==> config.mk <==
export PLATFORM = sky130hd
export DESIGN_NAME = bitmap_frame_allocator
export DESIGN_NICKNAME = d
export VERILOG_FILES = /design/src/hdl/bfa_pkg.sv /design/src/hdl/bfa_bitmap_mem.sv /design/src/hdl/bitmap_frame_allocator.sv
export SDC_FILE = /design/constraint.sdc
export NUM_CORES = 2
export LEC_CHECK = 0
export BUFFER_PORTS_ARGS = -buffer_cell sky130_fd_sc_hd__buf_2
export CAP_MARGIN = 40
export CORE_MARGIN = 8
export CORE_UTILIZATION = 45
export CTS_CLUSTER_DIAMETER = 200
export DETAILED_ROUTE_END_ITERATION = 7
export GPL_TIMING_DRIVEN = 0
export PLACE_DENSITY_LB_ADDON = 0.12
export REMOVE_ABC_BUFFERS = 1
export SYNTH_ARGS = -nofsm -noshare
export SYNTH_HDL_FRONTEND = slang
export SYNTH_SLANG_ARGS = --single-unit
export TNS_END_PERCENT = 5
==> constraint.sdc <==
create_clock -name clk_i -period 11 [get_ports clk_i]
set_input_delay 0.55 -clock clk_i [delete_from_list [all_inputs] [get_ports clk_i]]
set_output_delay 0.55 -clock clk_i [all_outputs]
set_load 0.02 [all_outputs]
==> src/hdl/bfa_pkg.sv <==
// Package for the bitmap frame allocator: transaction types, codes, sizes
// and the lowest-free-bit helper. No dependencies.
package bfa_pkg;

  localparam int unsigned BitmapWords = 128;
  localparam int unsigned WordBits    = 32;
  localparam int unsigned WordAddrW   = $clog2(BitmapWords);
  localparam int unsigned BitIdxW     = $clog2(WordBits);
  localparam logic [WordBits-1:0] FullWord = '1;

  // Operation codes
  localparam logic [1:0] KindAlloc = 2'd0;
  localparam logic [1:0] KindFree  = 2'd1;
  localparam logic [1:0] KindTest  = 2'd2;

  // Status codes
  localparam logic [1:0] StatDone     = 2'd0;
  localparam logic [1:0] StatNoChange = 2'd1;
  localparam logic [1:0] StatNoFrame  = 2'd2;

  typedef struct packed {
    logic [1:0]  kind;
    logic [11:0] frame_index;
    logic        kernel_page;
    logic        writable;
  } req_t;

  typedef struct packed {
    logic [11:0] result_frame;
    logic [1:0]  status;
    logic        frame_used;
    logic        entry_present;
    logic        entry_writable;
    logic        entry_user;
  } rsp_t;

  // Bitmap write port
  typedef struct packed {
    logic                 en;
    logic [WordAddrW-1:0] addr;
    logic [WordBits-1:0]  data;
  } mem_wr_t;

  typedef enum logic [1:0] {
    StIdle,
    StScan,
    StFree,
    StTest
  } state_e;

  // Index of the lowest clear bit; isolate it with one add, then encode.
  function automatic logic [BitIdxW-1:0] first_zero(input logic [WordBits-1:0] word);
    logic [WordBits-1:0] inv;
    logic [WordBits-1:0] onehot;
    logic [BitIdxW-1:0]  idx;
    inv    = ~word;
    onehot = inv & (~inv + WordBits'(1));
    idx    = '0;
    for (int i = 0; i < WordBits; i++) begin
      if (onehot[i]) begin
        idx = idx | BitIdxW'(i);
      end
    end
    return idx;
  endfunction

endpackage

==> src/hdl/bfa_bitmap_mem.sv <==
// Used/free bitmap storage: one write port, one registered read port.
// Per-word valid flops make unwritten words read as all free. Uses bfa_pkg.
module bfa_bitmap_mem (
  input  logic                             clk_i,
  input  logic                             rst_ni,
  input  logic                             rd_en_i,
  input  logic [bfa_pkg::WordAddrW-1:0]    rd_addr_i,
  input  bfa_pkg::mem_wr_t                 wr_i,
  output logic [bfa_pkg::WordBits-1:0]     rd_data_o
);

  logic [bfa_pkg::WordBits-1:0]    mem_q [bfa_pkg::BitmapWords];
  logic [bfa_pkg::BitmapWords-1:0] valid_q;
  logic [bfa_pkg::WordBits-1:0]    rd_word_q;
  logic                            rd_valid_q;

  // Write and read the storage array
  always_ff @(posedge clk_i) begin
    if (wr_i.en) begin
      mem_q[wr_i.addr] <= wr_i.data;
    end
    if (rd_en_i) begin
      rd_word_q <= mem_q[rd_addr_i];
    end
  end

  // Track which words hold written data
  always_ff @(posedge clk_i or negedge rst_ni) begin
    if (!rst_ni) begin
      valid_q    <= '0;
      rd_valid_q <= 1'b0;
    end else begin
      if (wr_i.en) begin
        valid_q[wr_i.addr] <= 1'b1;
      end
      if (rd_en_i) begin
        rd_valid_q <= valid_q[rd_addr_i];
      end
    end
  end

  // Unwritten words read as all free
  assign rd_data_o = rd_valid_q ? rd_word_q : '0;

endmodule

==> src/hdl/bitmap_frame_allocator.sv <==
// Bitmap frame allocator top level: request sequencer, first-fit scan and
// response register. Uses bfa_pkg and bfa_bitmap_mem.
//
//   channel   signals                        direction  handshake
//   request   start, busy, req_i             in         start && !busy
//   response  rsp_valid_o, rsp_o             out        one-cycle strobe
//   config    cfg_we_i, cfg_wdata_i          in         cfg_we_i
//
// Allocate with frame 0 scans one bitmap word per cycle through the memory
// read port, over at most min(words_q, 128) words (none when that is zero);
// no clear bit in that range gives no-frame status. Free of a nonzero frame and
// test read the word first; the other requests answer in the next cycle.
// Reset marks every frame free at once (per-word valid flops), no clearing
// pass. The receiver cannot stall.
module bitmap_frame_allocator (
  input  logic            clk_i,
  input  logic            rst_ni,
  input  logic            start,
  output logic            busy,
  input  bfa_pkg::req_t   req_i,
  output logic            rsp_valid_o,
  output bfa_pkg::rsp_t   rsp_o,
  input  logic            cfg_we_i,
  input  logic [7:0]      cfg_wdata_i
);

  localparam int unsigned AW = bfa_pkg::WordAddrW;
  localparam int unsigned BW = bfa_pkg::BitIdxW;

  bfa_pkg::state_e  state_q, state_d;
  bfa_pkg::req_t    req_q, req_d;
  logic [AW-1:0]    scan_q, scan_d;
  logic [7:0]       words_q;
  logic [7:0]       limit;
  bfa_pkg::rsp_t    rsp_q, rsp_d;
  logic             rsp_valid_q, rsp_valid_d;
  logic             rd_en;
  logic [AW-1:0]    rd_addr;
  bfa_pkg::mem_wr_t wr;
  logic [bfa_pkg::WordBits-1:0] word;
  logic [BW-1:0]    free_bit;
  logic [BW-1:0]    req_bit;
  logic             accept;

  bfa_bitmap_mem u_mem (
    .clk_i     (clk_i),
    .rst_ni    (rst_ni),
    .rd_en_i   (rd_en),
    .rd_addr_i (rd_addr),
    .wr_i      (wr),
    .rd_data_o (word)
  );

  assign accept   = start && !busy;
  assign busy     = (state_q != bfa_pkg::StIdle);
  assign free_bit = bfa_pkg::first_zero(word);
  assign req_bit  = req_q.frame_index[BW-1:0];

  // Clamp the searchable word count to storage
  assign limit = (words_q > 8'(bfa_pkg::BitmapWords)) ? 8'(bfa_pkg::BitmapWords) : words_q;

  // Hold the configuration register
  always_ff @(posedge clk_i or negedge rst_ni) begin
    if (!rst_ni) begin
      words_q <= 8'(bfa_pkg::BitmapWords);
    end else if (cfg_we_i) begin
      words_q <= cfg_wdata_i;
    end
  end

  // Control registers
  always_ff @(posedge clk_i or negedge rst_ni) begin
    if (!rst_ni) begin
      state_q     <= bfa_pkg::StIdle;
      rsp_valid_q <= 1'b0;
    end else begin
      state_q     <= state_d;
      rsp_valid_q <= rsp_valid_d;
    end
  end

  // Payload registers
  always_ff @(posedge clk_i) begin
    req_q  <= req_d;
    scan_q <= scan_d;
    rsp_q  <= rsp_d;
  end

  // Sequencer: dispatch, scan, read-modify-write
  always_comb begin
    state_d     = state_q;
    req_d       = req_q;
    scan_d      = scan_q;
    rsp_d       = rsp_q;
    rsp_valid_d = 1'b0;
    rd_en       = 1'b0;
    rd_addr     = scan_q;
    wr          = '0;

    case (state_q)
      bfa_pkg::StIdle: begin
        if (accept) begin
          req_d = req_i;
          rsp_d = '0;
          rsp_d.status = bfa_pkg::StatNoChange;
          case (req_i.kind)
            bfa_pkg::KindAlloc: begin
              if (req_i.frame_index != '0) begin
                rsp_d.result_frame = req_i.frame_index;
                rsp_valid_d        = 1'b1;
              end else if (limit == '0) begin
                rsp_d.status = bfa_pkg::StatNoFrame;
                rsp_valid_d  = 1'b1;
              end else begin
                scan_d  = '0;
                rd_en   = 1'b1;
                rd_addr = '0;
                state_d = bfa_pkg::StScan;
              end
            end
            bfa_pkg::KindFree: begin
              if (req_i.frame_index != '0) begin
                rd_en   = 1'b1;
                rd_addr = req_i.frame_index[11:BW];
                state_d = bfa_pkg::StFree;
              end else begin
                rsp_valid_d = 1'b1;
              end
            end
            bfa_pkg::KindTest: begin
              rd_en   = 1'b1;
              rd_addr = req_i.frame_index[11:BW];
              state_d = bfa_pkg::StTest;
            end
            default: begin
              rsp_valid_d = 1'b1;
            end
          endcase
        end
      end

      // One word per cycle; grant the lowest clear bit of the first non-full word
      bfa_pkg::StScan: begin
        if (word != bfa_pkg::FullWord) begin
          wr.en                = 1'b1;
          wr.addr              = scan_q;
          wr.data              = word | (bfa_pkg::WordBits'(1) << free_bit);
          rsp_d.result_frame   = {scan_q, free_bit};
          rsp_d.status         = bfa_pkg::StatDone;
          rsp_d.entry_present  = 1'b1;
          rsp_d.entry_writable = req_q.writable;
          rsp_d.entry_user     = ~req_q.kernel_page;
          rsp_valid_d          = 1'b1;
          state_d              = bfa_pkg::StIdle;
        end else if ((8'(scan_q) + 8'd1) >= limit) begin
          rsp_d.status = bfa_pkg::StatNoFrame;
          rsp_valid_d  = 1'b1;
          state_d      = bfa_pkg::StIdle;
        end else begin
          scan_d  = scan_q + AW'(1);
          rd_en   = 1'b1;
          rd_addr = scan_q + AW'(1);
        end
      end

      // Drop the frame's bit
      bfa_pkg::StFree: begin
        wr.en        = 1'b1;
        wr.addr      = req_q.frame_index[11:BW];
        wr.data      = word & ~(bfa_pkg::WordBits'(1) << req_bit);
        rsp_d.status = bfa_pkg::StatDone;
        rsp_valid_d  = 1'b1;
        state_d      = bfa_pkg::StIdle;
      end

      // Report the frame's bit
      bfa_pkg::StTest: begin
        rsp_d.result_frame = req_q.frame_index;
        rsp_d.status       = bfa_pkg::StatDone;
        rsp_d.frame_used   = word[req_bit];
        rsp_valid_d        = 1'b1;
        state_d            = bfa_pkg::StIdle;
      end

      default: begin
        state_d = bfa_pkg::StIdle;
      end
    endcase
  end

  assign rsp_valid_o = rsp_valid_q;
  assign rsp_o       = rsp_q;

  // A test transaction always goes through a memory read
  a_test_reads: assert property (@(posedge clk_i) disable iff (!rst_ni)
    (accept && req_i.kind == bfa_pkg::KindTest) |=> busy)
    else $error("test request did not enter read state");

  // The response strobe comes only once the sequencer is back in idle
  a_rsp_idle: assert property (@(posedge clk_i) disable iff (!rst_ni)
    rsp_valid_o |-> !busy)
    else $error("response strobed while busy");

  // A grant carries done status; out-of-frames carries no frame
  a_grant_done: assert property (@(posedge clk_i) disable iff (!rst_ni)
    (rsp_valid_o && rsp_o.entry_present) |-> (rsp_o.status == bfa_pkg::StatDone))
    else $error("entry present without done status");

  a_noframe_zero: assert property (@(posedge clk_i) disable iff (!rst_ni)
    (rsp_valid_o && rsp_o.status == bfa_pkg::StatNoFrame) |->
      (rsp_o.result_frame == '0 && !rsp_o.entry_present))
    else $error("out-of-frames response carries a frame");

endmodule

==> run summary <==
Status -> complete, no violations
Setup TNS -> 0 ns
# clock sinks -> 4307
Setup Skew -> 0.06726 ns
H-tree lvl count -> 5
Hold Worst Slack -> 0.09111 ns
Synth cell count leaders -> edfxtp_1, mux2i_1, nand2_1, nand3_1, buf_2
Relative slew slack -> 23.04%
Setup Viol. Count Final -> 0
Vias/cell -> 5.738
CTS max path bufs -> 4
Crit path capture type -> flip-flop
Register area -> 0.1286 mm²
Leak -> 76.05 nW
HPWL Detailed -> 334700 µm
Final Cycle Share -> 71.60%
Post-synthesis sequential area ratio -> 73.25%
Clk slew on worst S/H paths -> 0.06 ns
Critical Path Fanout Max -> 50
Synth-to-Final Area Change -> 18.31%
I/O Buffers -> 47
Core area -> 0.3888 mm²
Via count -> 99.98k
Worst setup SP type -> flip-flop
Drt drc -> 0
Syn_area_per_cell -> 15.55 µm²
Unrepaired setup endpoints after global routing -> false
Design Area, Final -> 0.2078 mm²
Number of synthesized flops with an enable pin -> 4167
Count leader, synth -> edfxtp_1
Top post-synthesis cells by area -> edfxtp_1, mux2i_1, nand2_1, nand3_1, dfrtp_1
Number of global-route vias before repair -> 98.29k
HP Class -> in2reg
Post-layout worst setup margin -> 3.124 ns
Max rail drop VDD -> 0.0002463 V
Worst setup path endpoint -> u_mem.rd_word_q[0]
Die width -> 640.7 µm
I/O Pins -> 48
Core Rows -> 229
Fraction of registers with async set/reset -> 3.251%
WL final -> 504100 µm
Critical Path Start -> scan_q[0]
Worst endpoint required time -> 11.81 ns
Root buf cell -> clkbuf_16
Cell count of the worst reg-to-reg path -> 21
Clk_lat worst skew -> 0.99 ns
Synth Flop Type -> edfxtp_1
Grt ovf -> 0
Synth Warn # -> 0
Largest net degree at the start of global routing -> 92
Hold-fix buffers, CTS -> 24
Slew @ Worst Pin -> 1.154 ns
ANT nets after route -> 0
CTS tree -> built
Cell count after synthesis -> 11.29k
Top cell type's share of synthesized area -> 71.26%
Power Density -> 267.2 mW/mm²
Pre-Repair DR Iteration Count -> 6
Chip Height -> 640.7 µm
Area occupied by multi-input gates -> 0.04471 mm²
Peak Freq -> 127.0 MHz
WP data arrival -> 8.68 ns
Dpl ws -> 3.274 ns
Netlist cell types -> 85
Setup CP Type -> reg2reg
R2r setup slk -> 3.12 ns
Ratio of cells with drive above 1 in the final layout -> 13.37%
Fin crit period -> 7.876 ns
Initial Utilization -> 45.16%
Global-route wire length before repair -> 713600 µm
Die area -> 0.4105 mm²
Initial antenna violation count -> 24
FF-to-FF Start -> scan_q[0]
Leading area contributor after synthesis -> edfxtp_1
Tot GR Track Use -> 23.93%
Post-CTS setup buffer count -> 0
Final Hold Viols -> 0
Final max-slew violation count -> 0
Wire per inst -> 28.93 µm
Total Nets Final -> 11.87k
Fillers -> 30.93k
Seq cells post-synth -> 4307
Worst r2r dst -> u_mem.rd_word_q[0]
Synth Cell Area -> 0.1756 mm²
# resized after CTS -> 0
Total CTS buffers -> 452
Placed cell areas -> 0.1931 mm²
Max-Cap Viols -> 0
GP Congestion -> 0.8843
Total power -> 55.52 mW
Detailed router's first-iteration violation count -> 8815
worst max-delay path, cell delays in order, from the launching register on:
cell       delay (ns)
edfxtp_1         0.59
ha_1             0.32
nand3_1          0.16
xnor2_1          0.38
ha_1             0.34
a21oi_1          0.20
o211ai_1         0.11
a21o_1           0.32
or4_1            0.83
nand3_4          0.58
buf_12           0.30
buf_16           0.30
buf_16           0.30
buf_12           0.26
buf_12           0.25
buf_16           0.27
nand2_1          0.09
nand3_1          0.08
nand2_1          0.08
o2111ai_1        0.63
nand4_1          0.78
nor3_1           0.34
routing by layer:
| metal | global-route usage (%) | wire length, µm | vias to the layer above |
|---|---|---|---|
| li1 | - | - | 44221 |
| met1 | 32.56 | 213800 | 51635 |
| met2 | 38.30 | 234400 | 3309 |
| met3 | 4.118 | 32280 | 811 |
| met4 | 9.859 | 23590 | 0 |
| met5 | 0 | 0 | - |
flip-flops by register name (all words and copies together) (netlist names):
name,count
req_q,9
u_mem.valid_q,128
u_mem.mem_q,4096
rsp_o,18
words_q,8
u_mem.rd_word_q,32
state_q,2
scan_q,7
rsp_valid_o,1
req_bit,5
u_mem.rd_valid_q,1
layout make-up:
type / count / area share [%]
flip-flops and latches: 4307 / 61.92
multi-input cells: 6268 / 21.52
repair buffers: 760 / 6.475
clock buffers: 559 / 5.719
well taps: 5197 / 3.130
clock inverters: 266 / 1.142
inverters: 29 / 0.05240
diodes: 37 / 0.04457
kinds of logic after synthesis:
logic type | count (synthesis) | synth area share (%)
flip-flops | 4307 | 73.25
AND/OR/NAND/NOR | 3202 | 7.976
multiplexers | 2377 | 13.63
buffers and inverters | 715 | 2.176
AO/OA/AOI/OAI | 665 | 2.809
adder cells (fa/ha/maj) | 19 | 0.1354
XOR/XNOR | 5 | 0.02494
worst min-delay path by stage:
stage	start	slack [ns]	end	cells past startpoint
2_1_floorplan	rst_ni	0.25	rsp_valid_o	0
3_3_place_gp	u_mem.valid_q[13]	0.44	u_mem.valid_q[13]	2
3_5_place_dp	u_mem.valid_q[108]	0.45	u_mem.valid_q[108]	2
4_1_cts	req_i[15]	0.003	state_q[1]	5
5_1_grt	req_i[15]	0.09	state_q[1]	5
6_report	req_i[15]	0.09	state_q[1]	5
through the flow:
step                      util [%]  instances
after detailed placement     49.66      16528
after global placement       45.94      15848
after floorplan                  -      10604
final                        53.43      17423
after global routing         53.43      17419
after CTS                    53.39      17377
where the power goes:
part	internal (mW)	switching, mW
Combinational	7.95	13.5
Clock	8.42	6.32
Sequential	19.0	0.290
Total	35.4	20.1
cell usage in the layout, fill, tap and decap left out, types with 25 or more instances in the layout:
cell       count
nor2_4       132
buf_6         55
clkinv_2      83
a311oi_1      32
a32oi_1       72
buf_8        109
and3_1        38
dfrtp_1      138
clkbuf_16    460
clkbuf_1      99
o2111ai_1     87
nand2_1     1781
nand3_1      981
or2_2         40
a21oi_1       56
inv_1         25
buf_4        100
mux2i_1     2359
clkinv_1     113
diode_2       37
nand4_1       35
nor2_1        49
buf_16       200
buf_2         49
a31oi_1       38
o22ai_1       66
nor3_1        34
bufinv_16     33
edfxtp_1    4167
buf_12       222
o21bai_1      82
o21ai_0       66
No activity file was read; power rests on OpenSTA's default activity.
